===== src/rtl/keyframe_pose_interpolator_assert.svh =====
// Assertion macros for the keyframe pose interpolator.
// Included by keyframe_pose_interpolator, which checks its own control logic.
`ifndef KEYFRAME_POSE_INTERPOLATOR_ASSERT_SVH
`define KEYFRAME_POSE_INTERPOLATOR_ASSERT_SVH

// Same-cycle implication, disabled while reset is asserted.
`define KPI_ASSERT_IMP(label, clk, rst_n, ante, cons, msg) \
    label: assert property (@(posedge clk) disable iff (!rst_n) (ante) |-> (cons)) \
        else $error(msg);

// Next-cycle implication, disabled while reset is asserted.
`define KPI_ASSERT_NXT(label, clk, rst_n, ante, cons, msg) \
    label: assert property (@(posedge clk) disable iff (!rst_n) (ante) |=> (cons)) \
        else $error(msg);

`endif


===== src/rtl/kpi_div.sv =====
// Restoring divider, one quotient bit per cycle.
// Standalone; used for the interpolation fraction.
module kpi_div #(
    parameter int NUM_W = 48,
    parameter int DEN_W = 32
) (
    input  logic             i_clk,
    input  logic             i_rst_n,
    input  logic             i_start,
    input  logic [NUM_W-1:0] i_num,
    input  logic [DEN_W-1:0] i_den,
    output logic             o_done,
    output logic [NUM_W-1:0] o_quo
);

    localparam int CNT_W = $clog2(NUM_W + 1);

    logic             r_busy;
    logic             r_done;
    logic [CNT_W-1:0] r_cnt;
    logic [DEN_W-1:0] r_rem;
    logic [DEN_W-1:0] r_den;
    logic [NUM_W-1:0] r_quo;

    logic [DEN_W:0]   w_shift;
    logic [DEN_W+1:0] w_diff;
    logic             w_ge;

    assign w_shift = {r_rem, r_quo[NUM_W-1]};
    assign w_diff  = {1'b0, w_shift} - {2'b00, r_den};
    assign w_ge    = !w_diff[DEN_W+1];

    always_ff @(posedge i_clk) begin
        if (!i_rst_n) begin
            r_busy <= 1'b0;
            r_done <= 1'b0;
            r_cnt  <= '0;
        end else begin
            r_done <= 1'b0;
            if (i_start) begin
                r_busy <= 1'b1;
                r_cnt  <= CNT_W'(NUM_W);
            end else if (r_busy) begin
                r_cnt <= r_cnt - 1'b1;
                if (r_cnt == CNT_W'(1)) begin
                    r_busy <= 1'b0;
                    r_done <= 1'b1;
                end
            end
        end
    end

    // Shift the dividend out of the top of r_quo, shift quotient bits in below.
    always_ff @(posedge i_clk) begin
        if (i_start) begin
            r_rem <= '0;
            r_quo <= i_num;
            r_den <= i_den;
        end else if (r_busy) begin
            r_rem <= w_ge ? w_diff[DEN_W-1:0] : w_shift[DEN_W-1:0];
            r_quo <= {r_quo[NUM_W-2:0], w_ge};
        end
    end

    assign o_done = r_done;
    assign o_quo  = r_quo;

endmodule


===== config.mk =====
export PLATFORM = sky130hd
export DESIGN_NAME = kpi_div
export DESIGN_NICKNAME = d
export VERILOG_FILES = /design/src/rtl/keyframe_pose_interpolator_assert.svh /design/src/rtl/kpi_div.sv
export SDC_FILE = /design/constraint.sdc
export NUM_CORES = 1
export LEC_CHECK = 0
export ABC_CLOCK_PERIOD_IN_PS = 7800
export BUFFER_PORTS_ARGS = -buffer_cell sky130_fd_sc_hd__buf_2
export CORE_MARGIN = 2
export CORE_UTILIZATION = 50
export CTS_CLUSTER_SIZE = 14
export DETAILED_ROUTE_END_ITERATION = 10
export PLACE_DENSITY = 0.72
export SYNTH_ARGS = -nofsm -noshare
export SYNTH_HDL_FRONTEND = slang
export SYNTH_SLANG_ARGS = --single-unit

===== constraint.sdc =====
create_clock -name i_clk -period 7.8 [get_ports i_clk]
set_clock_uncertainty 0.2 [all_clocks]
set_input_delay 1.17 -clock i_clk [delete_from_list [all_inputs] [get_ports i_clk]]
set_output_delay 1.17 -clock i_clk [all_outputs]
set_load 0.1 [all_outputs]

# Word level (Yosys, flattened, before mapping)
# Index checks and enable logic that the tools add are counted.
# W data, S select, Z words.
# totals
reg_bits	120
latch_bits	0
ram_bits	0
romBits	0
in_bits	83
output_inout_bits	49
word_cells	25
mem_count	0
# op_classes
n_addsub	2
n_mul	0
div	0
magnitude_cmp	0
eq_ne	1
shifts	0
mux	9
bitwise	2
n_reduce_logical	4
# op_table
op	n
$mux W48	2
$sub A33 B32 Y34	1
$mux W32	1
$mux W6	2
$eq A6 B1 Y1 const B	1
$sub A6 B1 Y6 const B	1
$mux W1	4
$reduce_or A3 Y1	1
$not A1 Y1	2
$reduce_bool A2 Y1	1
$reduce_or A2 Y1	1
$logic_not A1 Y1	1

# Depth between registers and ports, before layout
# depth
ltp_word	4
mapped_depth	14
mapped_depth_nobuf	13

# Worst setup path before layout
# No wires, ideal clock.
# synth_path
path_type	register to register
from	register r_quo[47], in the netlist o_quo[47]
to	register r_rem[28]
setup_time_ps	88
arrival_time_ps	3222
t_required_ps	7512
path_slack_ps	4290
path_stages_with_launch	14
n_path_buf	0
synth_period_minus_slack_ps	3510
path_cell_list	edfxtp_1 -> inv_1 -> ha_1 -> inv_1 -> fa_1 -> a211oi_1 -> o211ai_1 -> a2111oi_0 -> o221ai_1 -> a21oi_1 -> o21ai_0 -> xnor2_1 -> nand2_1 -> a311oi_2
# synth_between
elab_chain_cells	2
# synth_rtl
item	line_no	text
start, declared	kpi_div.sv:23	logic [NUM_W-1:0] r_quo;
start signal, assigned	kpi_div.sv:57	r_quo <= i_num;
start signal, assigned	kpi_div.sv:61	r_quo <= {r_quo[NUM_W-2:0], w_ge};
$sub A33 B32 Y34	kpi_div.sv:30	assign w_diff = {1'b0, w_shift} - {2'b00, r_den};
$mux W32	kpi_div.sv:60	r_rem <= w_ge ? w_diff[DEN_W-1:0] : w_shift[DEN_W-1:0];
end signal, assigned	kpi_div.sv:60	
end, declared	kpi_div.sv:21	logic [DEN_W-1:0] r_rem;
# Every way passes these cells.
# A chain may end at the register's enable or synchronous reset.

# Worst setup path after layout
# layout_path
from	register r_den[20]
to	register r_rem[24]
# layout_between
elab_chain_cells	2
# layout_rtl
item	line_no	text
start, declared	kpi_div.sv:22	logic [DEN_W-1:0] r_den;
start signal, assigned	kpi_div.sv:58	r_den <= i_den;
$sub A33 B32 Y34	kpi_div.sv:30	
$mux W32	kpi_div.sv:60	
# Every way passes these cells.

==> results.cfg <==
[power_and_ir_drop]
ir_worst_vdd_v = 0.000178
pwr-share-comb_pct = 25.2
pwr_density_cell_nw_per_um2 = 261
sw_frac_of_total_pct = 33.8
p_sw_mw = 0.700
p_int_mw = 1.37
leakagePower_nw = 3.29
p_clk_share_pct = 37.4
seqPwrFrac_pct = 37.4

[routing]
wl_met2_um = 6860
via_per_inst = 5.49
routedLengthMet1_um = 6600
routed_wl_um = 14800
postRouteAntennaNets = 0
drt_iter0_drc = 268
drt_pass1_iterations = 4
vias = 5034
wl_per_cell_um = 16.2
highest_layer = met4
wl_met3_um = 1050
drc_errors = 0

[worst_setup_path]
critPathTopFamily = compound AO/OA/AOI/OAI gates
worstSetupEndpointType = flop
slowest_stage = and2_1
crit_type = flop to flop
startpoint_type = flop
arrival_ps = 3950
worstPathMaxFanout = 21
worst_path_largest_cell_delay_ps = 590
critPathBufInv = 2
crit_chain = inv_1 -> ha_1 -> a21oi_1 -> o21ai_1 -> a221oi_2 -> o21bai_1 -> a211o_1 -> o211ai_2 -> and2_1 -> buf_4 -> nor3_1 -> a2111oi_2
ff2ff_setup_slack_ps = 3970
worstPathRequired_ps = 7920

[logic_synthesis]
synthDistinctLibCells = 57
synth_seq_area_share_pct = 48.8
syn_inst = 604
synthesis.nets = 722
synth-edff-count = 80
ys_ff_latch = 120
synth.area.top_cells = edfxtp_1, dfxtp_1, mux2_2
synth_area_leader_cell = edfxtp_1
syn_area_um2 = 6560
synth_top_flop_cell = edfxtp_1
async_flop_share_pct = 0
ys_warn_count = 0
avgSynthCellArea_um2 = 10.9
yosysTopAreaCellShare_pct = 36.6

[timing]
rsz0062_at_grt = no
setup_violations = 0
maxSlewHeadroom_pct = 28.7
period_needed_ps = 3830
max_freq_ghz = 0.261
finalSetupTns_ps = 0
whs_ps = 297
finalCritPeriodShare_pct = 49.1
drv_slew = 0
finalHoldViolCount = 0
tightest_slew_ps = 1070

[floorplan]
dieWidth_um = 119
core_um2 = 12700
ios = 132
dieArea_um2 = 14100
initial_utilization_pct = 51.6
num_rows = 41
die_y_um = 119

[global_routing]
grt_overflow_total = 0
grt_usage_pct = 21.9
grt_max_degree = 60
antenna_found_initial = 0
grt_pass1_wl_um = 24400
grt_pass1_vias = 5067

[place]
routabilityCongestion = 0.906
hpwl_um = 10400
portBuffers = 131

[cts]
clk_latency_ps = 420
postCtsHoldBufs = 0
cts_buffer_depth = 2
cts.sinks = 120
clockRootBuffer = clkbuf_16
clk_pin_slew_ps = 60
cts_setup_buffers = 0
cts_max_level = 4
cts_resized = 0
cts_tree = yes
cts_made_buffers = 17

[hold_path]
min_path_type = flop to flop

[outcome]
status = complete, no violations

[flow_run]
drv_cap = 0

[layout]
syn2layout_area_growth_pct = 20.7
drive_gt1_share_pct = 32.2
final_nets = 850
antenna_cells = 0
registers in the layout (all words and copies together), names as in the netlist:
signal / cells
o_quo: 48
r_den: 32
r_rem: 32
r_cnt: 6
o_done: 1
r_busy: 1
cells by family after synthesis:
family | count (synthesis) | share of synthesized area, %
adders and majority gates | 35 | 6.79
AOI/OAI and AO/OA | 131 | 15.5
buffers and inverters | 69 | 4.48
and+or+nand+nor | 165 | 11.3
DFF | 120 | 48.8
xor gates and xnor gates | 33 | 4.40
muxes | 51 | 8.70
cells in the mapped netlist (3+ instances only):
master	instances
a211oi_1	8
a21o_1	5
a21oi_1	34
a311oi_2	16
a32oi_1	3
and3_1	5
buf_1	4
buf_2	4
buf_6	4
clkbuf_1	14
dfxtp_1	40
edfxtp_1	80
ha_1	34
inv_1	43
mux2_2	48
mux2i_1	3
nand2_1	69
nand2b_1	4
nand3_1	19
nand4_1	4
nor2_1	41
nor2b_1	7
nor3_1	5
o211ai_1	5
o21a_1	6
o21ai_0	19
o21ai_1	3
o21bai_1	3
o311ai_0	6
o31ai_1	4
xnor2_1	22
xor2_1	11
final cells by class:
class | count | area [um^2]
sequential | 120 | 3200
clock buffer | 18 | 439
multi-input combinational | 415 | 3060
timing repair buffer | 135 | 688
inverter | 43 | 161
clock inverter | 14 | 148
fill | 1069 | 4800
tap | 172 | 215
through the flow:
step	area, um^2	util (%)	power (mW)	setup slack [ps]	cells
after floorplan	6560	-	1.21	4290	604
after global placement	7330	57.6	1.30	4010	885
after detailed placement	7330	57.6	1.31	4030	885
after CTS	7920	62.2	2.08	4000	917
after global routing	7920	62.2	2.15	3710	917
final	7920	62.2	2.07	3970	917
layer usage:
metal  global-route usage, %  vias up
li1                        -     2483
met1                    27.2     2357
met2                    34.7      165
met3                    7.34       29
met4                    9.23        0
met5                       0        -
power by group through the flow:
stage,Combinational (mW),Clock (mW),Sequential [mW]
finish,0.522,0.774,0.775
CTS,0.521,0.786,0.775
global route,0.558,0.815,0.781
detailed placement,0.520,0,0.786
floorplan,0.232,0,0.973
global placement,0.514,0,0.784
final timing paths:
path                                 from   endpoint  cells past startpoint
worst max register to register  r_den[20]  r_rem[24]                     12
worst max-delay path            r_den[20]  r_rem[24]                     12
worst min-delay path             r_rem[2]   r_rem[2]                      2
worst min register to register   r_rem[2]   r_rem[2]                      2
worst min-delay path, delay by kind of cell, from the launching register on:
family	cells	cell delay, ps
compound gates	1	60
simple gates	1	60
flops	1	320
placed cells by master, fill, tap and decap left out, types with 4 or more instances in the layout:
| cell | n |
|---|---|
| o211ai_1 | 5 |
| clkinvlp_4 | 4 |
| nand4_1 | 4 |
| o21ai_0 | 19 |
| ha_1 | 34 |
| nor3_1 | 5 |
| a311oi_2 | 16 |
| inv_1 | 42 |
| a21o_1 | 5 |
| clkbuf_16 | 17 |
| buf_4 | 5 |
| nor2_1 | 41 |
| nand3_1 | 19 |
| buf_2 | 130 |
| mux2_2 | 48 |
| nand2_1 | 69 |
| a211oi_1 | 8 |
| o31ai_1 | 4 |
| and3_1 | 5 |
| a21oi_1 | 34 |
| nand2b_1 | 4 |
| xnor2_1 | 22 |
| nor2b_1 | 7 |
| o21a_1 | 6 |
| o311ai_0 | 6 |
| dfxtp_1 | 40 |
| xor2_1 | 11 |
| edfxtp_1 | 80 |
(Power assumes the default switching activity.)
